`src/les_pkg.sv`:
```
// ----------------------------------------------------------------------------
// LOOK elevator scheduler package
// Shared types, event codes, heading codes and controller/datapath interface.
// ----------------------------------------------------------------------------
package les_pkg;

  localparam int FLW = 8;

  typedef struct packed {
    logic [15:0] id;
    logic [4:0]  from;
    logic [4:0]  to;
    logic [11:0] wt;
  } entry_t;

  localparam int EW = $bits(entry_t);

  localparam logic [2:0] EV_QUEUED   = 3'd0;
  localparam logic [2:0] EV_REJECTED = 3'd1;
  localparam logic [2:0] EV_ALIGHTED = 3'd2;
  localparam logic [2:0] EV_BOARDED  = 3'd3;
  localparam logic [2:0] EV_REFUSED  = 3'd4;
  localparam logic [2:0] EV_STATUS   = 3'd5;

  localparam logic [1:0] HEAD_IDLE = 2'd0;
  localparam logic [1:0] HEAD_UP   = 2'd1;
  localparam logic [1:0] HEAD_DOWN = 2'd2;

  localparam logic REG_WEIGHT_LIMIT = 1'b0;
  localparam logic REG_RIDER_LIMIT  = 1'b1;

  typedef struct packed {
    logic capture;
    logic step_init;
    logic idx_inc;
    logic p1_init;
    logic p2_init;
    logic unl_do;
    logic p1_do;
    logic p2_do;
    logic fin_do;
    logic add_do;
  } les_cmd_t;

  typedef struct packed {
    logic can_emit;
    logic slot_valid;
    logic unl_hit;
    logic car_end;
    logic p1_end;
    logic p2_end;
  } les_sts_t;

endpackage

```
`src/les_ram.sv`:
```
// ----------------------------------------------------------------------------
// Generic RAM
// One write port, one read port with registered read data.
// ----------------------------------------------------------------------------
module les_ram #(
  parameter int WIDTH = 38,
  parameter int DEPTH = 16
) (
  input  logic                     clk_i,
  input  logic                     we_i,
  input  logic [$clog2(DEPTH)-1:0] waddr_i,
  input  logic [WIDTH-1:0]         wdata_i,
  input  logic [$clog2(DEPTH)-1:0] raddr_i,
  output logic [WIDTH-1:0]         rdata_o
);

  logic [WIDTH-1:0] mem_q [DEPTH];
  logic [WIDTH-1:0] rdata_q;

  always_ff @(posedge clk_i) begin
    if (we_i) begin
      mem_q[waddr_i] <= wdata_i;
    end
    rdata_q <= mem_q[raddr_i];
  end

  assign rdata_o = rdata_q;

endmodule

```
`src/les_ctrl.sv`:
```
// ----------------------------------------------------------------------------
// LOOK elevator scheduler controller
// Sequences add, unload scan, queue compaction, boarding and the final move.
// ----------------------------------------------------------------------------
module les_ctrl import les_pkg::*; (
  input  logic     clk_i,
  input  logic     rst_ni,
  input  logic     in_valid_i,
  input  logic     in_req_type_i,
  input  les_sts_t sts_i,
  output logic     in_stall_o,
  output les_cmd_t cmd_o
);

  localparam logic [3:0] S_IDLE   = 4'd0;
  localparam logic [3:0] S_ADD    = 4'd1;
  localparam logic [3:0] S_UNL_RD = 4'd2;
  localparam logic [3:0] S_UNL_EV = 4'd3;
  localparam logic [3:0] S_P1_RD  = 4'd4;
  localparam logic [3:0] S_P1_EV  = 4'd5;
  localparam logic [3:0] S_P2_RD  = 4'd6;
  localparam logic [3:0] S_P2_EV  = 4'd7;
  localparam logic [3:0] S_FIN    = 4'd8;

  logic [3:0] state_q, state_d;

  always_comb begin
    state_d = state_q;
    cmd_o   = '0;
    case (state_q)
      S_IDLE: begin
        if (in_valid_i) begin
          cmd_o.capture = 1'b1;
          if (in_req_type_i) begin
            cmd_o.step_init = 1'b1;
            state_d = S_UNL_RD;
          end else begin
            state_d = S_ADD;
          end
        end
      end
      S_ADD: begin
        if (sts_i.can_emit) begin
          cmd_o.add_do = 1'b1;
          state_d = S_IDLE;
        end
      end
      S_UNL_RD: begin
        if (sts_i.car_end) begin
          cmd_o.p1_init = 1'b1;
          state_d = S_P1_RD;
        end else if (!sts_i.slot_valid) begin
          cmd_o.idx_inc = 1'b1;
        end else begin
          state_d = S_UNL_EV;
        end
      end
      S_UNL_EV: begin
        if (!sts_i.unl_hit || sts_i.can_emit) begin
          cmd_o.unl_do  = 1'b1;
          cmd_o.idx_inc = 1'b1;
          state_d = S_UNL_RD;
        end
      end
      S_P1_RD: begin
        if (sts_i.p1_end) begin
          cmd_o.p2_init = 1'b1;
          state_d = S_P2_RD;
        end else begin
          state_d = S_P1_EV;
        end
      end
      S_P1_EV: begin
        cmd_o.p1_do   = 1'b1;
        cmd_o.idx_inc = 1'b1;
        state_d = S_P1_RD;
      end
      S_P2_RD: begin
        if (sts_i.p2_end) begin
          state_d = S_FIN;
        end else begin
          state_d = S_P2_EV;
        end
      end
      S_P2_EV: begin
        if (sts_i.can_emit) begin
          cmd_o.p2_do   = 1'b1;
          cmd_o.idx_inc = 1'b1;
          state_d = S_P2_RD;
        end
      end
      S_FIN: begin
        if (sts_i.can_emit) begin
          cmd_o.fin_do = 1'b1;
          state_d = S_IDLE;
        end
      end
      default: begin
        state_d = S_IDLE;
      end
    endcase
  end

  always_ff @(posedge clk_i or negedge rst_ni) begin
    if (!rst_ni) begin
      state_q <= S_IDLE;
    end else begin
      state_q <= state_d;
    end
  end

  assign in_stall_o = (state_q != S_IDLE);

endmodule

```
`src/les_dp.sv`:
```
// ----------------------------------------------------------------------------
// LOOK elevator scheduler datapath
// Wait queue, pulled-passenger buffer, car table, car state and result register.
// ----------------------------------------------------------------------------
module les_dp import les_pkg::*; #(
  parameter int WAIT_DEPTH = 16,
  parameter int CAR_DEPTH  = 16,
  parameter int TOP_FLOOR  = 20
) (
  input  logic        clk_i,
  input  logic        rst_ni,
  input  logic [15:0] in_passenger_id_i,
  input  logic [4:0]  in_from_floor_i,
  input  logic [4:0]  in_to_floor_i,
  input  logic [11:0] in_body_weight_i,
  input  logic        cfg_we_i,
  input  logic        cfg_index_i,
  input  logic [15:0] cfg_data_i,
  input  les_cmd_t    cmd_i,
  output les_sts_t    sts_o,
  output logic        out_valid_o,
  input  logic        out_stall_i,
  output logic [2:0]  out_event_kind_o,
  output logic [15:0] out_rider_id_o,
  output logic [4:0]  out_car_floor_o,
  output logic [1:0]  out_heading_o,
  output logic [15:0] out_load_weight_o,
  output logic [4:0]  out_rider_count_o,
  output logic [4:0]  out_waiting_count_o,
  output logic        out_overload_o,
  output logic        out_last_o
);

  localparam int WW   = $clog2(WAIT_DEPTH);
  localparam int CW   = $clog2(CAR_DEPTH);
  localparam int FW   = $clog2(WAIT_DEPTH + 1);
  localparam int CCW  = $clog2(CAR_DEPTH + 1);
  localparam int MAXD = (WAIT_DEPTH > CAR_DEPTH) ? WAIT_DEPTH : CAR_DEPTH;
  localparam int IW   = $clog2(MAXD + 1);
  localparam int SWR  = 12 + CCW;
  localparam int SW   = (SWR > 17) ? SWR : 17;
  localparam logic [FW-1:0]  WFULL = FW'(WAIT_DEPTH);
  localparam logic [IW-1:0]  CEND  = IW'(CAR_DEPTH);
  localparam logic [FLW-1:0] TOPF  = FLW'(TOP_FLOOR);
  localparam logic [FLW-1:0] BOTF  = FLW'(1);

  entry_t           cur_q, cur_d;
  logic [15:0]      wlim_q, wlim_d;
  logic [4:0]       rlim_q, rlim_d;
  logic [IW-1:0]    idx_q, idx_d;
  logic [FW-1:0]    wfill_q, wfill_d;
  logic [FW-1:0]    scan_q, scan_d;
  logic [FW-1:0]    pull_q, pull_d;
  logic [CAR_DEPTH-1:0] cvalid_q, cvalid_d;
  logic [CCW-1:0]   ccount_q, ccount_d;
  logic [SW-1:0]    sum_q, sum_d;
  logic [FLW-1:0]   floor_q, floor_d;
  logic [1:0]       head_q, head_d;
  logic             ovl_q, ovl_d;
  logic             above_q, above_d;
  logic             below_q, below_d;

  logic             ovalid_q, ovalid_d;
  logic [2:0]       okind_q, okind_d;
  logic [15:0]      oid_q, oid_d;
  logic [4:0]       ofloor_q, ofloor_d;
  logic [1:0]       ohead_q, ohead_d;
  logic [15:0]      oload_q, oload_d;
  logic [4:0]       ocount_q, ocount_d;
  logic [4:0]       owait_q, owait_d;
  logic             oovl_q, oovl_d;
  logic             olast_q, olast_d;

  logic          w_we, s_we, c_we;
  logic [WW-1:0] w_waddr;
  entry_t        w_wdata;
  logic [EW-1:0] w_rdata, s_rdata, c_rdata;
  entry_t        w_ent, s_ent, c_ent;
  logic [CW-1:0] free_slot;
  logic [15:0]   load_cur, load_d;
  logic [16:0]   new_wt;
  logic [31:0]   cap32;
  logic          can_emit, emit, ovl_upd;
  logic [2:0]    ev_kind;
  logic [15:0]   ev_id;
  logic          ev_last;

  assign w_ent = entry_t'(w_rdata);
  assign s_ent = entry_t'(s_rdata);
  assign c_ent = entry_t'(c_rdata);

  les_ram #(.WIDTH(EW), .DEPTH(WAIT_DEPTH)) u_wait_ram (
    .clk_i   (clk_i),
    .we_i    (w_we),
    .waddr_i (w_waddr),
    .wdata_i (w_wdata),
    .raddr_i (idx_q[WW-1:0]),
    .rdata_o (w_rdata)
  );

  les_ram #(.WIDTH(EW), .DEPTH(WAIT_DEPTH)) u_pull_ram (
    .clk_i   (clk_i),
    .we_i    (s_we),
    .waddr_i (pull_q[WW-1:0]),
    .wdata_i (w_rdata),
    .raddr_i (idx_q[WW-1:0]),
    .rdata_o (s_rdata)
  );

  les_ram #(.WIDTH(EW), .DEPTH(CAR_DEPTH)) u_car_ram (
    .clk_i   (clk_i),
    .we_i    (c_we),
    .waddr_i (free_slot),
    .wdata_i (s_rdata),
    .raddr_i (idx_q[CW-1:0]),
    .rdata_o (c_rdata)
  );

  always_comb begin
    free_slot = '0;
    for (int i = CAR_DEPTH - 1; i >= 0; i--) begin
      if (!cvalid_q[i]) begin
        free_slot = CW'(i);
      end
    end
  end

  assign load_cur = (sum_q > SW'(16'hFFFF)) ? 16'hFFFF : sum_q[15:0];
  assign new_wt   = {1'b0, load_cur} + 17'(s_ent.wt);
  assign cap32    = (32'(rlim_q) > 32'(CAR_DEPTH)) ? 32'(CAR_DEPTH) : 32'(rlim_q);
  assign can_emit = !ovalid_q || !out_stall_i;

  assign sts_o.can_emit   = can_emit;
  assign sts_o.slot_valid = cvalid_q[idx_q[CW-1:0]];
  assign sts_o.unl_hit    = (FLW'(c_ent.to) == floor_q);
  assign sts_o.car_end    = (idx_q == CEND);
  assign sts_o.p1_end     = (idx_q == IW'(scan_q));
  assign sts_o.p2_end     = (idx_q == IW'(pull_q));

  always_comb begin
    cur_d    = cur_q;
    wlim_d   = wlim_q;
    rlim_d   = rlim_q;
    idx_d    = idx_q;
    wfill_d  = wfill_q;
    scan_d   = scan_q;
    pull_d   = pull_q;
    cvalid_d = cvalid_q;
    ccount_d = ccount_q;
    sum_d    = sum_q;
    floor_d  = floor_q;
    head_d   = head_q;
    ovl_d    = ovl_q;
    above_d  = above_q;
    below_d  = below_q;
    w_we     = 1'b0;
    w_waddr  = wfill_q[WW-1:0];
    w_wdata  = cur_q;
    s_we     = 1'b0;
    c_we     = 1'b0;
    emit     = 1'b0;
    ovl_upd  = 1'b0;
    ev_kind  = EV_STATUS;
    ev_id    = '0;
    ev_last  = 1'b0;

    if (cfg_we_i) begin
      case (cfg_index_i)
        REG_WEIGHT_LIMIT: wlim_d = cfg_data_i;
        REG_RIDER_LIMIT:  rlim_d = cfg_data_i[4:0];
        default:          wlim_d = wlim_q;
      endcase
    end

    if (cmd_i.capture) begin
      cur_d = '{id: in_passenger_id_i, from: in_from_floor_i,
                to: in_to_floor_i, wt: in_body_weight_i};
    end
    if (cmd_i.step_init) begin
      idx_d   = '0;
      above_d = 1'b0;
      below_d = 1'b0;
    end
    if (cmd_i.idx_inc) begin
      idx_d = idx_q + IW'(1);
    end
    if (cmd_i.p1_init) begin
      idx_d   = '0;
      scan_d  = wfill_q;
      wfill_d = '0;
      pull_d  = '0;
    end
    if (cmd_i.p2_init) begin
      idx_d = '0;
    end

    if (cmd_i.unl_do) begin
      if (FLW'(c_ent.to) == floor_q) begin
        cvalid_d[idx_q[CW-1:0]] = 1'b0;
        sum_d    = sum_q - SW'(c_ent.wt);
        ccount_d = ccount_q - CCW'(1);
        ovl_upd  = 1'b1;
        emit     = 1'b1;
        ev_kind  = EV_ALIGHTED;
        ev_id    = c_ent.id;
      end else begin
        if (FLW'(c_ent.to) > floor_q) above_d = 1'b1;
        if (FLW'(c_ent.to) < floor_q) below_d = 1'b1;
      end
    end

    if (cmd_i.p1_do) begin
      if (FLW'(w_ent.from) == floor_q) begin
        s_we   = 1'b1;
        pull_d = pull_q + FW'(1);
      end else begin
        w_we    = 1'b1;
        w_wdata = w_ent;
        wfill_d = wfill_q + FW'(1);
        if (FLW'(w_ent.from) > floor_q) above_d = 1'b1;
        if (FLW'(w_ent.from) < floor_q) below_d = 1'b1;
      end
    end

    if (cmd_i.p2_do) begin
      emit  = 1'b1;
      ev_id = s_ent.id;
      if (new_wt <= {1'b0, wlim_q} && 32'(ccount_q) < cap32) begin
        c_we     = 1'b1;
        cvalid_d[free_slot] = 1'b1;
        sum_d    = sum_q + SW'(s_ent.wt);
        ccount_d = ccount_q + CCW'(1);
        ovl_upd  = 1'b1;
        ev_kind  = EV_BOARDED;
        if (FLW'(s_ent.to) > floor_q) above_d = 1'b1;
        if (FLW'(s_ent.to) < floor_q) below_d = 1'b1;
      end else begin
        ev_kind = EV_REFUSED;
        if (wfill_q < WFULL) begin
          w_we    = 1'b1;
          w_wdata = s_ent;
          wfill_d = wfill_q + FW'(1);
        end
      end
    end

    if (cmd_i.add_do) begin
      emit    = 1'b1;
      ev_id   = cur_q.id;
      ev_last = 1'b1;
      if (wfill_q < WFULL) begin
        w_we    = 1'b1;
        wfill_d = wfill_q + FW'(1);
        ev_kind = EV_QUEUED;
      end else begin
        ev_kind = EV_REJECTED;
      end
    end

    if (cmd_i.fin_do) begin
      emit    = 1'b1;
      ev_kind = EV_STATUS;
      ev_last = 1'b1;
      ovl_upd = 1'b1;
      case (head_q)
        HEAD_DOWN: head_d = below_q ? HEAD_DOWN : (above_q ? HEAD_UP : HEAD_IDLE);
        HEAD_UP:   head_d = above_q ? HEAD_UP : (below_q ? HEAD_DOWN : HEAD_IDLE);
        default:   head_d = above_q ? HEAD_UP : (below_q ? HEAD_DOWN : HEAD_IDLE);
      endcase
      if (head_d == HEAD_UP) begin
        floor_d = (floor_q >= TOPF) ? TOPF : floor_q + FLW'(1);
      end else if (head_d == HEAD_DOWN) begin
        floor_d = (floor_q <= BOTF) ? BOTF : floor_q - FLW'(1);
      end
    end

    load_d = (sum_d > SW'(16'hFFFF)) ? 16'hFFFF : sum_d[15:0];
    if (ovl_upd) begin
      ovl_d = (load_d > wlim_q);
    end

    ovalid_d = emit | (ovalid_q & out_stall_i);
    okind_d  = okind_q;
    oid_d    = oid_q;
    ofloor_d = ofloor_q;
    ohead_d  = ohead_q;
    oload_d  = oload_q;
    ocount_d = ocount_q;
    owait_d  = owait_q;
    oovl_d   = oovl_q;
    olast_d  = olast_q;
    if (emit) begin
      okind_d  = ev_kind;
      oid_d    = ev_id;
      ofloor_d = floor_d[4:0];
      ohead_d  = head_d;
      oload_d  = load_d;
      ocount_d = 5'(ccount_d);
      owait_d  = 5'(wfill_d);
      oovl_d   = ovl_d;
      olast_d  = ev_last;
    end
  end

  always_ff @(posedge clk_i or negedge rst_ni) begin
    if (!rst_ni) begin
      wlim_q   <= 16'd7000;
      rlim_q   <= 5'd10;
      idx_q    <= '0;
      wfill_q  <= '0;
      scan_q   <= '0;
      pull_q   <= '0;
      cvalid_q <= '0;
      ccount_q <= '0;
      sum_q    <= '0;
      floor_q  <= BOTF;
      head_q   <= HEAD_IDLE;
      ovl_q    <= 1'b0;
      above_q  <= 1'b0;
      below_q  <= 1'b0;
      ovalid_q <= 1'b0;
    end else begin
      wlim_q   <= wlim_d;
      rlim_q   <= rlim_d;
      idx_q    <= idx_d;
      wfill_q  <= wfill_d;
      scan_q   <= scan_d;
      pull_q   <= pull_d;
      cvalid_q <= cvalid_d;
      ccount_q <= ccount_d;
      sum_q    <= sum_d;
      floor_q  <= floor_d;
      head_q   <= head_d;
      ovl_q    <= ovl_d;
      above_q  <= above_d;
      below_q  <= below_d;
      ovalid_q <= ovalid_d;
    end
  end

  always_ff @(posedge clk_i) begin
    cur_q    <= cur_d;
    okind_q  <= okind_d;
    oid_q    <= oid_d;
    ofloor_q <= ofloor_d;
    ohead_q  <= ohead_d;
    oload_q  <= oload_d;
    ocount_q <= ocount_d;
    owait_q  <= owait_d;
    oovl_q   <= oovl_d;
    olast_q  <= olast_d;
  end

  assign out_valid_o         = ovalid_q;
  assign out_event_kind_o    = okind_q;
  assign out_rider_id_o      = oid_q;
  assign out_car_floor_o     = ofloor_q;
  assign out_heading_o       = ohead_q;
  assign out_load_weight_o   = oload_q;
  assign out_rider_count_o   = ocount_q;
  assign out_waiting_count_o = owait_q;
  assign out_overload_o      = oovl_q;
  assign out_last_o          = olast_q;

endmodule

```
`src/look_elevator_scheduler.sv`:
```
// ----------------------------------------------------------------------------
// LOOK elevator scheduler
// Single-car LOOK controller with a FIFO wait queue and a car rider table.
// ----------------------------------------------------------------------------
// An add transaction returns one result. The length of a step transaction
// grows with the number of riders in the car, of waiting passengers and of
// those waiting on the current floor, and with any stalls on the result side;
// it is set by the one-entry-per-read scans of the car table, the wait
// queue and the pulled-passenger buffer, each a RAM with registered read.
// Results are held in an output register; one result is emitted at a time.
module look_elevator_scheduler import les_pkg::*; #(
  parameter int WAIT_DEPTH = 16,
  parameter int CAR_DEPTH  = 16,
  parameter int TOP_FLOOR  = 20
) (
  input  logic        clk_i,
  input  logic        rst_ni,
  input  logic        in_valid_i,
  output logic        in_stall_o,
  input  logic        in_req_type_i,
  input  logic [15:0] in_passenger_id_i,
  input  logic [4:0]  in_from_floor_i,
  input  logic [4:0]  in_to_floor_i,
  input  logic [11:0] in_body_weight_i,
  input  logic        cfg_valid_i,
  output logic        cfg_ready_o,
  input  logic        cfg_index_i,
  input  logic [15:0] cfg_data_i,
  output logic        out_valid_o,
  input  logic        out_stall_i,
  output logic [2:0]  out_event_kind_o,
  output logic [15:0] out_rider_id_o,
  output logic [4:0]  out_car_floor_o,
  output logic [1:0]  out_heading_o,
  output logic [15:0] out_load_weight_o,
  output logic [4:0]  out_rider_count_o,
  output logic [4:0]  out_waiting_count_o,
  output logic        out_overload_o,
  output logic        out_last_o
);

  les_cmd_t cmd;
  les_sts_t sts;

  assign cfg_ready_o = 1'b1;

  les_ctrl u_ctrl (
    .clk_i         (clk_i),
    .rst_ni        (rst_ni),
    .in_valid_i    (in_valid_i),
    .in_req_type_i (in_req_type_i),
    .sts_i         (sts),
    .in_stall_o    (in_stall_o),
    .cmd_o         (cmd)
  );

  les_dp #(
    .WAIT_DEPTH (WAIT_DEPTH),
    .CAR_DEPTH  (CAR_DEPTH),
    .TOP_FLOOR  (TOP_FLOOR)
  ) u_dp (
    .clk_i               (clk_i),
    .rst_ni              (rst_ni),
    .in_passenger_id_i   (in_passenger_id_i),
    .in_from_floor_i     (in_from_floor_i),
    .in_to_floor_i       (in_to_floor_i),
    .in_body_weight_i    (in_body_weight_i),
    .cfg_we_i            (cfg_valid_i & cfg_ready_o),
    .cfg_index_i         (cfg_index_i),
    .cfg_data_i          (cfg_data_i),
    .cmd_i               (cmd),
    .sts_o               (sts),
    .out_valid_o         (out_valid_o),
    .out_stall_i         (out_stall_i),
    .out_event_kind_o    (out_event_kind_o),
    .out_rider_id_o      (out_rider_id_o),
    .out_car_floor_o     (out_car_floor_o),
    .out_heading_o       (out_heading_o),
    .out_load_weight_o   (out_load_weight_o),
    .out_rider_count_o   (out_rider_count_o),
    .out_waiting_count_o (out_waiting_count_o),
    .out_overload_o      (out_overload_o),
    .out_last_o          (out_last_o)
  );

  // an accepted transaction always stalls the input in the cycle after it is accepted
  a_busy_after_accept: assert property (@(posedge clk_i) disable iff (!rst_ni)
    (in_valid_i && !in_stall_o) |=> in_stall_o)
    else $error("input not stalled after accept");

  a_last_kind: assert property (@(posedge clk_i) disable iff (!rst_ni)
    out_valid_o |-> (out_last_o == (out_event_kind_o == EV_QUEUED ||
                                    out_event_kind_o == EV_REJECTED ||
                                    out_event_kind_o == EV_STATUS)))
    else $error("last flag does not match event kind");

  a_overload_load: assert property (@(posedge clk_i) disable iff (!rst_ni)
    (out_valid_o && out_overload_o) |-> (out_load_weight_o != 16'd0))
    else $error("overload with empty car");

endmodule
```
`config.mk`:
```
export PLATFORM = sky130hd
export DESIGN_NAME = look_elevator_scheduler
export DESIGN_NICKNAME = d
export VERILOG_FILES = /design/src/les_pkg.sv /design/src/les_ram.sv /design/src/les_ctrl.sv /design/src/les_dp.sv /design/src/look_elevator_scheduler.sv
export SDC_FILE = /design/constraint.sdc
export NUM_CORES = 2
export LEC_CHECK = 0
export ABC_AREA = 1
export ABC_CLOCK_PERIOD_IN_PS = 4900
export BUFFER_PORTS_ARGS = -buffer_cell sky130_fd_sc_hd__buf_2
export CAP_MARGIN = 20
export CORE_MARGIN = 3
export CORE_UTILIZATION = 52
export DETAILED_ROUTE_END_ITERATION = 8
export MAX_ROUTING_LAYER = met4
export PLACE_DENSITY = 0.7
export REMOVE_ABC_BUFFERS = 1
export SLEW_MARGIN = 25
export SYNTH_ARGS = -nofsm -noshare
export SYNTH_HDL_FRONTEND = slang
export SYNTH_SLANG_ARGS = --single-unit
```
`constraint.sdc`:
```
create_clock -name clk_i -period 4.9 [get_ports clk_i]
set_input_delay 0 -clock clk_i [delete_from_list [all_inputs] [get_ports clk_i]]
set_output_delay 0 -clock clk_i [all_outputs]
set_load 0.005 [all_outputs]
```
==> impl_results.html <==
<table>
<tr><th>Metric</th><th>Value</th></tr>
<tr><th colspan="2">Status</th></tr>
<tr><td>Result of the run</td><td>complete, but fails checks</td></tr>
<tr><td>Violations in the final reports</td><td>negative setup slack</td></tr>
<tr><th colspan="2">Setup path</th></tr>
<tr><td>Endpoint required time on the critical path</td><td>5.54 ns</td></tr>
<tr><td>CP max stage delay</td><td>0.46 ns</td></tr>
<tr><td>Worst r2r src</td><td>u_dp.sum_q[16]</td></tr>
<tr><td>Maximum fanout along the worst path</td><td>8</td></tr>
<tr><td>Crit. End Element</td><td>flop</td></tr>
<tr><td>Crit path DAT</td><td>5.58 ns</td></tr>
<tr><td>Setup Crit Path Kind</td><td>flop to flop</td></tr>
<tr><td>Register-to-Register Setup Slack</td><td>-0.04 ns</td></tr>
<tr><td>Cell with the largest stage delay on the worst path</td><td>sky130_fd_sc_hd__dfrtp_2</td></tr>
<tr><td>Depth of the most critical reg-to-reg path</td><td>28</td></tr>
<tr><td>Setup crit start kind</td><td>flop</td></tr>
<tr><td>Worst flop-to-flop path endpoint</td><td>u_dp.out_overload_o</td></tr>
<tr><th colspan="2">Finish</th></tr>
<tr><td>Area growth syn-to-layout</td><td>16.7%</td></tr>
<tr><td>Fraction of final layout cells sized beyond drive strength 1</td><td>13.6%</td></tr>
<tr><td>Number of standard cells in the layout, taps in and fillers out</td><td>9172</td></tr>
<tr><td>Number of nets at the end of the flow</td><td>7120</td></tr>
<tr><th colspan="2">Synthesis</th></tr>
<tr><td>Post-synthesis instance area</td><td>81800 um2</td></tr>
<tr><td>Share of the synthesized area in the top cell type</td><td>67.4%</td></tr>
<tr><td>Number of enable flip-flop cells after synthesis</td><td>1836</td></tr>
<tr><td>Synth top area cells</td><td>sky130_fd_sc_hd__edfxtp_1 67%, sky130_fd_sc_hd__o21ai_0 6.1%, sky130_fd_sc_hd__nor2_1 4.8%</td></tr>
<tr><td>Share of flip-flops with an asynchronous set or reset after synthesis</td><td>4.75%</td></tr>
<tr><td>Total of flip-flops plus latches after synthesis</td><td>2042</td></tr>
<tr><td>Number of warnings reported in the yosys synthesis log</td><td>0</td></tr>
<tr><td>Post-synth top area cell</td><td>sky130_fd_sc_hd__edfxtp_1</td></tr>
<tr><td>Avg Cell Area, Syn</td><td>12.4 um2</td></tr>
<tr><td>Main synth FF type</td><td>sky130_fd_sc_hd__edfxtp_1</td></tr>
<tr><td>Synth cell types</td><td>63</td></tr>
<tr><td>Post-Synthesis Cells</td><td>6581</td></tr>
<tr><td>Sequential cell area fraction in the yosys report</td><td>73.0%</td></tr>
<tr><th colspan="2">Timing</th></tr>
<tr><td>Maximum clock skew at final layout</td><td>0.0464 ns</td></tr>
<tr><td>Worst slew margin</td><td>29.6%</td></tr>
<tr><td>RSZ-0062 raised after global routing</td><td>true</td></tr>
<tr><td>Worst hold slack</td><td>0.0899 ns</td></tr>
<tr><td>Final setup vio count</td><td>1</td></tr>
<tr><td>Total count of hold-check failures in the final report</td><td>0</td></tr>
<tr><td>Share of the clock period used by the worst path</td><td>101%</td></tr>
<tr><td>Transition at the pin with the smallest max-transition slack</td><td>1.06 ns</td></tr>
<tr><td>Time the worst path needs with I/O delays and setup</td><td>4.94 ns</td></tr>
<tr><td>Min setup slack post-route</td><td>-0.0388 ns</td></tr>
<tr><td>Highest Clock Rate</td><td>202 MHz</td></tr>
<tr><td>Count of final max-slew check failures</td><td>0</td></tr>
<tr><th colspan="2">Die</th></tr>
<tr><td>Standard-cell row count</td><td>144</td></tr>
<tr><td>Chip Width</td><td>403 um</td></tr>
<tr><td>Starting density of the core</td><td>52.7%</td></tr>
<tr><td>Die outline height</td><td>403 um</td></tr>
<tr><td>Ports placed on the boundary</td><td>118</td></tr>
<tr><td>Total Die Area</td><td>162000 um2</td></tr>
<tr><td>CORE AREA</td><td>155000 um2</td></tr>
<tr><th colspan="2">Power</th></tr>
<tr><td>Sequential Power Share</td><td>43.4%</td></tr>
<tr><td>Switch share</td><td>35.0%</td></tr>
<tr><td>Internal power consumption</td><td>0.0356 W</td></tr>
<tr><td>Pwr Density</td><td>573 nW/um2</td></tr>
<tr><td>Clock share of power</td><td>27.8%</td></tr>
<tr><td>Net Switching</td><td>0.0192 W</td></tr>
<tr><td>Peak supply drop</td><td>0.572 mV</td></tr>
<tr><td>Cell leakage power</td><td>33.0 nW</td></tr>
<tr><td>Comb power frac</td><td>28.7%</td></tr>
<tr><th colspan="2">Routing</th></tr>
<tr><td>Post-route DRC violation count</td><td>0</td></tr>
<tr><td>Via-to-Cell Ratio</td><td>6.05</td></tr>
<tr><td>Post-route ant nets</td><td>0</td></tr>
<tr><td>Length of the first detailed-routing pass in iterations</td><td>6</td></tr>
<tr><td>Average wire per standard cell</td><td>24.8 um</td></tr>
<tr><td>Initial detailed-routing violation count</td><td>6878</td></tr>
<tr><td>Total number of vias</td><td>55500</td></tr>
<tr><td>Post-detailed-routing wire length</td><td>227 mm</td></tr>
<tr><th colspan="2">Placed design</th></tr>
<tr><td>Input/output buffers</td><td>116</td></tr>
<tr><td>Count of placed standard cells including taps</td><td>8660</td></tr>
<tr><td>Total half-perimeter wirelength after legalization and detailed placement</td><td>130 mm</td></tr>
<tr><td>Routability congestion estimate</td><td>0.911</td></tr>
<tr><th colspan="2">Min path</th></tr>
<tr><td>Worst hold start</td><td>cfg_valid_i</td></tr>
<tr><td>Number of cells on the worst hold path</td><td>4</td></tr>
<tr><td>Class of the tightest hold or removal check</td><td>input pin to flop</td></tr>
<tr><td>Endpoint with the worst hold slack</td><td>u_dp.wlim_q[3]</td></tr>
<tr><th colspan="2">Clocking</th></tr>
<tr><td>Number of H-tree branching levels</td><td>4</td></tr>
<tr><td>Master cell of the clock root buffer</td><td>sky130_fd_sc_hd__clkbuf_16</td></tr>
<tr><td>Num CTS Buffers</td><td>199</td></tr>
<tr><td>Worst-path clk slew</td><td>0.07 ns</td></tr>
<tr><td>TritonCTS clock tree</td><td>built</td></tr>
<tr><td>Sink Count</td><td>2042</td></tr>
<tr><td>CTS Buffer Depth</td><td>3</td></tr>
<tr><td>Latest clock arrival within the worst-skew pair</td><td>0.85 ns</td></tr>
<tr><th colspan="2">GRT</th></tr>
<tr><td>Global-route usage over all layers</td><td>28.3%</td></tr>
<tr><td>Initial antenna violation count</td><td>13</td></tr>
<tr><td>Vias in the first global route</td><td>52800</td></tr>
<tr><td>Pin count of the biggest net entering global routing</td><td>237</td></tr>
<tr><td>First-pass GRT wire length</td><td>335 mm</td></tr>
<tr><td>GRT overflow</td><td>0</td></tr>
<tr><th colspan="2">Flow run</th></tr>
<tr><td>Max-cap violations</td><td>0</td></tr>
</table>
==> synth_stat cells (83+ instances only) <==
cell                          n
sky130_fd_sc_hd__o22ai_1    442
sky130_fd_sc_hd__o21ai_0    992
sky130_fd_sc_hd__nand2_1    780
sky130_fd_sc_hd__ha_1       106
sky130_fd_sc_hd__inv_1      203
sky130_fd_sc_hd__dfrtp_1     87
sky130_fd_sc_hd__a21oi_1     83
sky130_fd_sc_hd__dfxtp_1    109
sky130_fd_sc_hd__clkbuf_1   322
sky130_fd_sc_hd__nand4_1    124
sky130_fd_sc_hd__nor2_1    1042
sky130_fd_sc_hd__edfxtp_1  1836
==> power groups by stage <==
stage | registers, W | logic [W] | clock network, W
after CTS | 0.0237 | 0.0154 | 0.0154
after global routing | 0.0239 | 0.0172 | 0.0161
final | 0.0238 | 0.0157 | 0.0152
after detailed placement | 0.0240 | 0.0149 | 0
after global placement | 0.0240 | 0.0146 | 0
after floorplan | 0.0238 | 0.00780 | 0
==> area by class of cell <==
cell class	instances	area (um2)
Clock buffer	272	5550
Multi-Input combinational cell	3926	20400
Fill cell	11600	59600
Antenna cell	4	10.0
Sequential cell	2042	59800
Tap cell	2044	2560
Clock inverter	103	1020
Timing Repair Buffer	552	5240
Inverter	229	895
==> stage by stage <==
step	util (%)	instance area, um2	TNS [ns]	setup WS [ns]	power (W)
floorplan	-	80300	-4533.16	-29.81	0.0316
global placement	56.0	86900	-0.454	-0.265	0.0386
detailed placement	56.1	87000	-0.645	-0.363	0.0389
CTS	61.4	95200	0	0.0000253	0.0545
global route	61.5	95500	-0.520	-0.299	0.0572
finish	61.5	95500	-0.0388	-0.0388	0.0548
==> metal layers <==
layer	track usage (%)	vias up	part of all wire [%]	routed length, um
met1	38.5	27400	40	90400
met4	9.31	0	3.2	7180
met3	5.61	457	10	22900
met2	43.2	2922	47	107000
li1	-	24700	-	-
met5	-	-	0	0
==> worst max path at each step <==
stage | from | cells past startpoint | slack (ns) | end
after floorplan | u_dp.idx_q[0] | 12 | -29.81 | u_dp.idx_q[0]
after global placement | u_dp.sum_q[16] | 28 | -0.26 | u_dp.out_overload_o
after detailed placement | u_dp.sum_q[16] | 28 | -0.36 | u_dp.out_overload_o
after CTS | u_dp.sum_q[16] | 34 | 0.00003 | u_dp.out_overload_o
after global routing | u_dp.sum_q[16] | 32 | -0.30 | u_dp.out_overload_o
final | u_dp.sum_q[16] | 28 | -0.04 | u_dp.out_overload_o
==> sequential cells by signal (all words and copies together), names as in the netlist, 17 cells and up <==
| register | flops |
|---|---|
| u_dp.u_wait_ram.mem_q | 608 |
| u_dp.u_car_ram.rdata_o | 33 |
| u_dp.u_pull_ram.rdata_o | 38 |
| u_dp.u_pull_ram.mem_q | 608 |
| u_dp.cur_q | 38 |
| u_dp.u_wait_ram.rdata_o | 38 |
| u_dp.sum_q | 17 |
| u_dp.u_car_ram.mem_q | 528 |
==> cells in the final DEF, fill, tap and decap left out, drive strengths merged, types with 3 or more instances in the layout <==
master,synthesis,routed
o2111ai,5,5
ha,106,106
o21ai,1009,1009
clkinvlp,0,6
xnor2,17,17
mux2i,3,3
nor2,1052,1052
clkbuf,322,272
xor2,38,38
a21oi,85,85
nand4,125,125
diode,0,4
nand3,84,84
nor3,19,19
a21boi,3,3
a21o,8,8
inv,225,231
dfstp,10,10
nand2,811,812
or2,28,28
buf,63,434
dlygate4sd3,0,118
o21a,4,4
o22ai,442,442
dfxtp,109,109
o211ai,36,36
a31oi,27,27
o31ai,4,4
clkinv,4,80
dfrtp,87,87
fa,3,3
edfxtp,1836,1836
bufinv,0,15
==> critical path: cells and delay by family (launching register included) <==
family	cells	cell delay, ns
AND/OR/NAND/NOR	12	1.65
XOR/XNOR	1	0.20
flip-flops	1	0.46
buffers and inverters	4	0.39
adder cells (fa/ha/maj)	3	0.87
AO/OA/AOI/OAI	8	1.20
==> cell families (layout without fill, tap and decap cells) <==
| group | Yosys count | after routing | synth area share [%] |
|---|---|---|---|
| AND/OR/NAND/NOR | 2124 | 2125 | 10.7 |
| flip-flops | 2042 | 2042 | 73.0 |
| AO/OA/AOI/OAI | 1633 | 1633 | 11.0 |
| buffers and inverters | 614 | 1156 | 2.96 |
| adder cells (fa/ha/maj) | 109 | 109 | 1.69 |
| XOR/XNOR | 55 | 55 | 0.589 |
| multiplexers | 3 | 3 | 0.0367 |
| other | 1 | 5 | 0.00458 |
==> timing repair <==
action | 4_1_cts | 5_1_grt
gates cloned | 1 | 0
endpoints found under the hold margin | 195 | 0
buffers inserted | 10 | 1
hold buffers | 119 | 0
resized for setup | 78 | 37
setup endpoints to repair | 2 | 786
pin swaps | 27 | 24
Note: power is estimated with default switching activity, not from simulation.
